===== config.mk =====
export PLATFORM = sky130hd
export DESIGN_NAME = cbst_dp
export DESIGN_NICKNAME = d
export VERILOG_FILES = /design/src/hdl/cbst_pkg.sv /design/src/hdl/cbst_dp.sv
export SDC_FILE = /design/constraint.sdc
export NUM_CORES = 2
export LEC_CHECK = 0
export ABC_CLOCK_PERIOD_IN_PS = 17720
export BUFFER_PORTS_ARGS = -buffer_cell sky130_fd_sc_hd__buf_2
export CAP_MARGIN = 10
export CORE_UTILIZATION = 54
export DETAILED_ROUTE_END_ITERATION = 6
export PLACE_DENSITY_LB_ADDON = 0.15
export SYNTH_ARGS = -nofsm -noshare
export SYNTH_HDL_FRONTEND = slang
export SYNTH_SLANG_ARGS = --single-unit

===== constraint.sdc =====
create_clock -name i_clk -period 17.72 [get_ports i_clk]
set_input_delay 0 -clock i_clk [delete_from_list [all_inputs] [get_ports i_clk]]
set_output_delay 0 -clock i_clk [all_outputs]
set_load 0.1 [all_outputs]

===== src/hdl/cbst_pkg.sv =====
// Cell burn switch test: shared widths, register indexes and the
// controller/datapath command and status types. No dependencies.
`timescale 1ns / 1ps

package cbst_pkg;

    localparam int W_WEIGHT   = 16;
    localparam int W_MASS     = 32;
    localparam int W_TEMP     = 16;
    localparam int W_WM       = 32;
    localparam int W_MSUM     = 35;
    localparam int W_HSUM     = 51;
    localparam int W_CFG_IDX  = 2;
    localparam int W_CFG_DATA = 32;
    localparam int W_IN_DATA  = 64;
    localparam int W_OUT_DATA = 8;

    typedef enum logic [W_CFG_IDX-1:0] {
        CFG_THRESHOLD  = 2'd0,
        CFG_MIN_PEAK   = 2'd1,
        CFG_MASS_FLOOR = 2'd2
    } t_cfg_idx;

    typedef struct packed {
        logic load_in;
        logic mul;
        logic acc;
        logic prod;
        logic emit;
    } t_cmd;

    typedef struct packed {
        logic close;
        logic out_free;
    } t_stat;

endpackage


===== src/hdl/cbst_dp.sv =====
// Cell burn switch test datapath: config registers, weighted mass,
// per-cell accumulators, verdict and output register. Depends on cbst_pkg.
`timescale 1ns / 1ps

module cbst_dp #(
    parameter int NODES_PER_CELL = 8
) (
    input  logic                                i_clk,
    input  logic                                i_rst_n,
    input  logic                                i_cfg_we,
    input  logic [cbst_pkg::W_CFG_IDX-1:0]      i_cfg_addr,
    input  logic [cbst_pkg::W_CFG_DATA-1:0]     i_cfg_wdata,
    input  logic [cbst_pkg::W_WEIGHT-1:0]       i_weight,
    input  logic [cbst_pkg::W_MASS-1:0]         i_mass,
    input  logic [cbst_pkg::W_TEMP-1:0]         i_temp,
    input  logic                                i_last_node,
    input  logic                                i_last_cell,
    input  cbst_pkg::t_cmd                      i_cmd,
    output cbst_pkg::t_stat                     o_stat,
    output logic                                o_out_valid,
    input  logic                                i_out_ready,
    output logic                                o_cell_met,
    output logic                                o_switch_now,
    output logic                                o_scan_done
);

    localparam int CW = (NODES_PER_CELL > 1) ? $clog2(NODES_PER_CELL) : 1;
    localparam logic [CW-1:0] LAST_CNT = CW'(NODES_PER_CELL - 1);
    localparam int WP = cbst_pkg::W_WEIGHT + cbst_pkg::W_MASS;
    localparam int WH = cbst_pkg::W_WM + cbst_pkg::W_TEMP;

    logic [cbst_pkg::W_TEMP-1:0] r_thr;
    logic [cbst_pkg::W_WM-1:0]   r_min_peak;
    logic [cbst_pkg::W_WM-1:0]   r_floor;

    logic [cbst_pkg::W_WEIGHT-1:0] r_w;
    logic [cbst_pkg::W_MASS-1:0]   r_m;
    logic [cbst_pkg::W_TEMP-1:0]   r_t;
    logic                          r_ln;
    logic                          r_lc;

    logic [cbst_pkg::W_WM-1:0]   r_wm;
    logic [cbst_pkg::W_TEMP-1:0] r_t2;
    logic                        r_close;
    logic                        r_lc2;

    logic [CW-1:0]               r_cnt;
    logic [cbst_pkg::W_WM-1:0]   r_peak;
    logic [cbst_pkg::W_WM-1:0]   r_least;
    logic [cbst_pkg::W_MSUM-1:0] r_msum;
    logic [cbst_pkg::W_HSUM-1:0] r_hsum;
    logic [cbst_pkg::W_HSUM-1:0] r_tm;

    logic r_sw;
    logic r_out_valid;
    logic r_met;
    logic r_swn;
    logic r_done;

    logic [WP-1:0]               w_wm_prod;
    logic [cbst_pkg::W_WM-1:0]   w_wm;
    logic [WH-1:0]               w_heat_prod;
    logic                        w_first;
    logic [cbst_pkg::W_WM-1:0]   w_peak_base;
    logic [cbst_pkg::W_WM-1:0]   w_least_base;
    logic [cbst_pkg::W_MSUM-1:0] w_msum_base;
    logic [cbst_pkg::W_HSUM-1:0] w_hsum_base;
    logic [cbst_pkg::W_MSUM:0]   w_msum_add;
    logic [cbst_pkg::W_HSUM:0]   w_hsum_add;
    logic [cbst_pkg::W_WM-1:0]   w_spread;
    logic [cbst_pkg::W_MSUM-1:0] w_spread5;
    logic [cbst_pkg::W_MSUM-1:0] w_peak2;
    logic                        w_hot;
    logic                        w_met;

    always_comb begin
        w_wm_prod    = WP'(r_w) * WP'(r_m);
        w_wm         = w_wm_prod[WP-1] ? '1 : w_wm_prod[WP-2:cbst_pkg::W_WEIGHT-1];
        w_heat_prod  = WH'(r_wm) * WH'(r_t2);
        w_first      = (r_cnt == '0);
        w_peak_base  = w_first ? r_floor : r_peak;
        w_least_base = w_first ? '1 : r_least;
        w_msum_base  = w_first ? '0 : r_msum;
        w_hsum_base  = w_first ? '0 : r_hsum;
        w_msum_add   = (cbst_pkg::W_MSUM + 1)'(w_msum_base) + (cbst_pkg::W_MSUM + 1)'(r_wm);
        w_hsum_add   = (cbst_pkg::W_HSUM + 1)'(w_hsum_base)
                     + (cbst_pkg::W_HSUM + 1)'(w_heat_prod);
        w_spread     = r_peak - r_least;
        w_spread5    = {3'b000, w_spread} + {1'b0, w_spread, 2'b00};
        w_peak2      = {2'b00, r_peak, 1'b0};
        w_hot        = (r_msum == '0) ? (r_thr == '0) : (r_hsum >= r_tm);
        w_met        = (r_peak != '0) && (w_spread5 > w_peak2) && (r_least != '0)
                     && (r_peak > r_min_peak) && w_hot;
    end

    always_ff @(posedge i_clk) begin
        if (!i_rst_n) begin
            r_thr       <= '0;
            r_min_peak  <= '0;
            r_floor     <= cbst_pkg::W_WM'(1);
            r_cnt       <= '0;
            r_sw        <= 1'b0;
            r_out_valid <= 1'b0;
        end else begin
            if (i_cfg_we) begin
                unique case (i_cfg_addr)
                    cbst_pkg::CFG_THRESHOLD:  r_thr      <= i_cfg_wdata[cbst_pkg::W_TEMP-1:0];
                    cbst_pkg::CFG_MIN_PEAK:   r_min_peak <= i_cfg_wdata;
                    cbst_pkg::CFG_MASS_FLOOR: r_floor    <= i_cfg_wdata;
                    default: ;
                endcase
            end
            if (i_cmd.acc) begin
                r_cnt <= r_close ? '0 : r_cnt + 1'b1;
            end
            if (i_cmd.emit) begin
                r_out_valid <= 1'b1;
                r_sw        <= r_lc2 ? 1'b0 : (r_sw | w_met);
            end else if (i_out_ready) begin
                r_out_valid <= 1'b0;
            end
        end
    end

    always_ff @(posedge i_clk) begin
        if (i_cmd.load_in) begin
            r_w  <= i_weight;
            r_m  <= i_mass;
            r_t  <= i_temp;
            r_ln <= i_last_node;
            r_lc <= i_last_cell;
        end
        if (i_cmd.mul) begin
            r_wm    <= w_wm;
            r_t2    <= r_t;
            r_close <= r_ln || (r_cnt == LAST_CNT);
            r_lc2   <= r_lc;
        end
        if (i_cmd.acc) begin
            r_peak  <= (r_wm > w_peak_base) ? r_wm : w_peak_base;
            r_least <= (r_wm < w_least_base) ? r_wm : w_least_base;
            r_msum  <= w_msum_add[cbst_pkg::W_MSUM] ? '1 : w_msum_add[cbst_pkg::W_MSUM-1:0];
            r_hsum  <= w_hsum_add[cbst_pkg::W_HSUM] ? '1 : w_hsum_add[cbst_pkg::W_HSUM-1:0];
        end
        if (i_cmd.prod) begin
            r_tm <= cbst_pkg::W_HSUM'(r_thr) * cbst_pkg::W_HSUM'(r_msum);
        end
        if (i_cmd.emit) begin
            r_met  <= w_met;
            r_swn  <= r_sw | w_met;
            r_done <= r_lc2;
        end
    end

    assign o_stat.close    = r_close;
    assign o_stat.out_free = !r_out_valid || i_out_ready;
    assign o_out_valid     = r_out_valid;
    assign o_cell_met      = r_met;
    assign o_switch_now    = r_swn;
    assign o_scan_done     = r_done;

`ifndef SYNTHESIS
    a_cnt_range: assert property (@(posedge i_clk) disable iff (!i_rst_n)
        r_cnt <= LAST_CNT)
        else $error("node count past cell length");
    a_least_le_peak: assert property (@(posedge i_clk) disable iff (!i_rst_n)
        i_cmd.acc |=> (r_least <= r_peak))
        else $error("least mass above peak mass");
    a_emit_valid: assert property (@(posedge i_clk) disable iff (!i_rst_n)
        i_cmd.emit |=> r_out_valid)
        else $error("verdict lost at output register");
    a_emit_free: assert property (@(posedge i_clk) disable iff (!i_rst_n)
        i_cmd.emit |-> (!r_out_valid || i_out_ready))
        else $error("verdict overwrites pending result");
`endif

endmodule


==> impl_metrics.py <==
metrics = {
    "synthesis": {
        "async_flop_share": 0,
        "synth.avg_cell_area_um2": 9.14,
        "yosysUniqueCellTypes": 82,
        "syn_area_um2": 73400,
        "ys_top_cells_by_area": "fa_1 (37%), edfxtp_1 (13%), ha_1 (11%)",
        "synth-edff-count": 320,
        "synth_top_family_by_area": "adder cells",
        "synthSimpleGateAreaFrac": 0.161,
        "synth.net_count": 10125,
        "synth.largest_area_cell": "fa_1",
        "syn_inst": 8031,
        "ys_ff_latch": 405,
        "synthDominantCellAreaShare": 0.367,
        "synth_compound_gate_area_share": 0.0791,
        "yosysWarningCount": 0,
        "synth_fa_ha_area_frac": 0.476,
        "yosysSeqAreaShare": 0.154,
        "synthMuxAreaShare": 0.00942,
        "ys.flop_type": "edfxtp_1",
        "synth_xor_area_frac": 0.0228,
    },
    "final_layout": {
        "final_cell_mix": "nand2_1 (1,535), inv_1 (1,523), fa_1 (1,346), ha_1 (639), and2_1 (455)",
        "finalNonFillerCells": 9850,
        "fillers": 11828,
        "layout-drive-gt1-share": 0.0428,
        "areaGrowthSynthToFinish_pct": 7.09,
        "final_nets": 10133,
        "final_common_cell": "nand2_1",
    },
    "die": {
        "start_util": 0.547,
        "ios": 115,
        "fp.dieW_um": 371,
        "die_h_um": 371,
        "rows": 134,
        "core_um2": 134000,
        "fp.dieArea_um2": 137000,
    },
    "setup_path": {
        "worstSetupEndpointType": "register",
        "arrival_ns": 9.08,
        "crit_path_max_fanout": 20,
        "required_ns": 18.09,
        "cp-start-kind": "register",
        "worstSetupPathType": "register to register",
    },
    "timing": {
        "clock.fmax_mhz": 115,
        "holdWs_ns": 0.0380,
        "finalCritPeriodShare": 0.491,
        "min_period_ns": 8.71,
        "relSlewSlack": 0.220,
        "tightestPinTransition_ns": 1.16,
        "rsz0062_at_grt": "no",
        "setup_violations": 0,
        "report.final.slew_viol_count": 0,
        "skew_ns": 0.0630,
        "setup_tns_ns": 0,
        "hold_violations": 0,
    },
    "routing": {
        "first_pass_iters": 6,
        "wirelength_mm": 216,
        "postRouteAntennaNets": 0,
        "dr.first_iter.drc_count": 4466,
        "drc": 0,
        "routed_via_density": 5.70,
        "avgRoutedWirePerCell_um": 21.9,
        "vias": 56151,
    },
    "global_routing": {
        "first_global_vias": 59285,
        "grt.overflow.total": 0,
        "grt_pass1_wl_mm": 339,
        "track_usage": 0.323,
        "grt_max_degree": 142,
        "antenna_found_initial": 6,
    },
    "cts": {
        "clock_sinks": 405,
        "path_clk_slew_ns": 0.07,
        "htree_levels": 2,
        "cts_buffers": 52,
        "cts_tree": "done",
        "cts_setup_buffers": 0,
        "insertion_delay_ns": 0.68,
        "clockBufferDepth": 3,
        "root_buffer": "clkbuf_16",
    },
    "run_status": {
        "status": "completed",
    },
    "place": {
        "place_congestion": 0.924,
        "placed_cells": 9640,
        "portBuffers": 114,
        "hpwl_mm": 159,
    },
    "job": {
        "drv_cap": 0,
    },
    "hold_path": {
        "hold_path.class": "input port to register",
    },
}
[per-layer routing]
metal	vias up	global-route usage	routed length, µm
met5	-	0	23
met1	28386	0.438	88100
met3	437	0.0615	20100
met4	4	0.107	7900
li1	24850	-	-
met2	2474	0.521	99800
[cell type report]
| type | instances | area, µm² | share of cell area |
|---|---|---|---|
| flip-flops and latches | 405 | 11300 | 0.144 |
| clock inverters | 40 | 538 | 0.00684 |
| inverters | 1523 | 5720 | 0.0727 |
| diodes | 1 | 2.50 | 0.0000318 |
| multi-input cells | 5713 | 54900 | 0.699 |
| well taps | 1768 | 2210 | 0.0281 |
| repair buffers | 344 | 2600 | 0.0331 |
| clock buffers | 56 | 1320 | 0.0167 |
[worst paths after layout]
path	startpoint	to	slack [ns]	cells after the start
setup / recovery	r_wm[10]	r_hsum[50]	9.01	22
hold / removal	i_temp[1]	r_t[1]	0.04	2
setup reg to reg	r_wm[10]	r_hsum[50]	9.01	22
hold reg to reg	r_t[6]	r_t2[6]	0.42	0
[cells in the mapped netlist, drive strengths merged (68+ instances only)]
cell       n
edfxtp   320
dfxtp     85
a21oi    256
and2     455
inv     1523
a21boi    88
xor2      75
mux2i     68
ha       639
clkbuf   366
nor2b    102
xnor2    115
nor2     170
o21ai    147
nand2   1537
a21o     157
fa      1346
[through the flow]
| step | util | worst slack, ns | instance area [µm²] |
|---|---|---|---|
| 3_5_place_dp | 0.564 | 9.27 | 75600 |
| 4_1_cts | 0.586 | 9.20 | 78600 |
| 6_report | 0.586 | 9.01 | 78600 |
| 3_3_place_gp | 0.564 | 9.38 | 75600 |
| 2_1_floorplan | - | 10.70 | 73400 |
| 5_1_grt | 0.586 | 8.65 | 78600 |
[sequential cells by signal, summed over array words and instances (netlist names), 32 cells and up]
signal / cells
r_hsum: 51
r_tm: 51
r_msum: 35
r_floor: 32
r_least: 32
r_m: 32
r_min_peak: 32
r_peak: 32
r_wm: 32
[cell families after synthesis]
logic type,count (synthesis)
buffers and inverters,1913
adder cells (fa/ha/maj),1985
AND/OR/NAND/NOR,2581
AO/OA/AOI/OAI,888
flip-flops,405
XOR/XNOR,190
multiplexers,69
[worst max-delay path: stages (launching register included)]
cell and delay [ns]:
edfxtp_1 1.11, nand2_1 0.19, fa_1 0.58, inv_1 0.05
fa_1 0.54, inv_1 0.06, fa_1 0.48, fa_1 0.54
inv_1 0.05, fa_1 0.50, fa_1 0.42, ha_1 0.35
nand2_1 0.06, o21ai_0 0.23, a21oi_1 0.15, a211oi_1 0.45
o221ai_1 0.59, o41ai_1 0.83, a21oi_1 0.15, o21bai_1 0.41
a41o_1 0.33, mux2i_1 0.20, o21ai_0 0.10
[repair_timing]
| item | in CTS | in global routing |
|---|---|---|
| endpoints found under the hold margin | 217 | 0 |
| resized for setup | 0 | 0 |
| hold buffers | 113 | 0 |
Power is left out: the tool's default activity adds up to more than one toggle a clock period on the data nets, which glitch-free logic cannot reach.
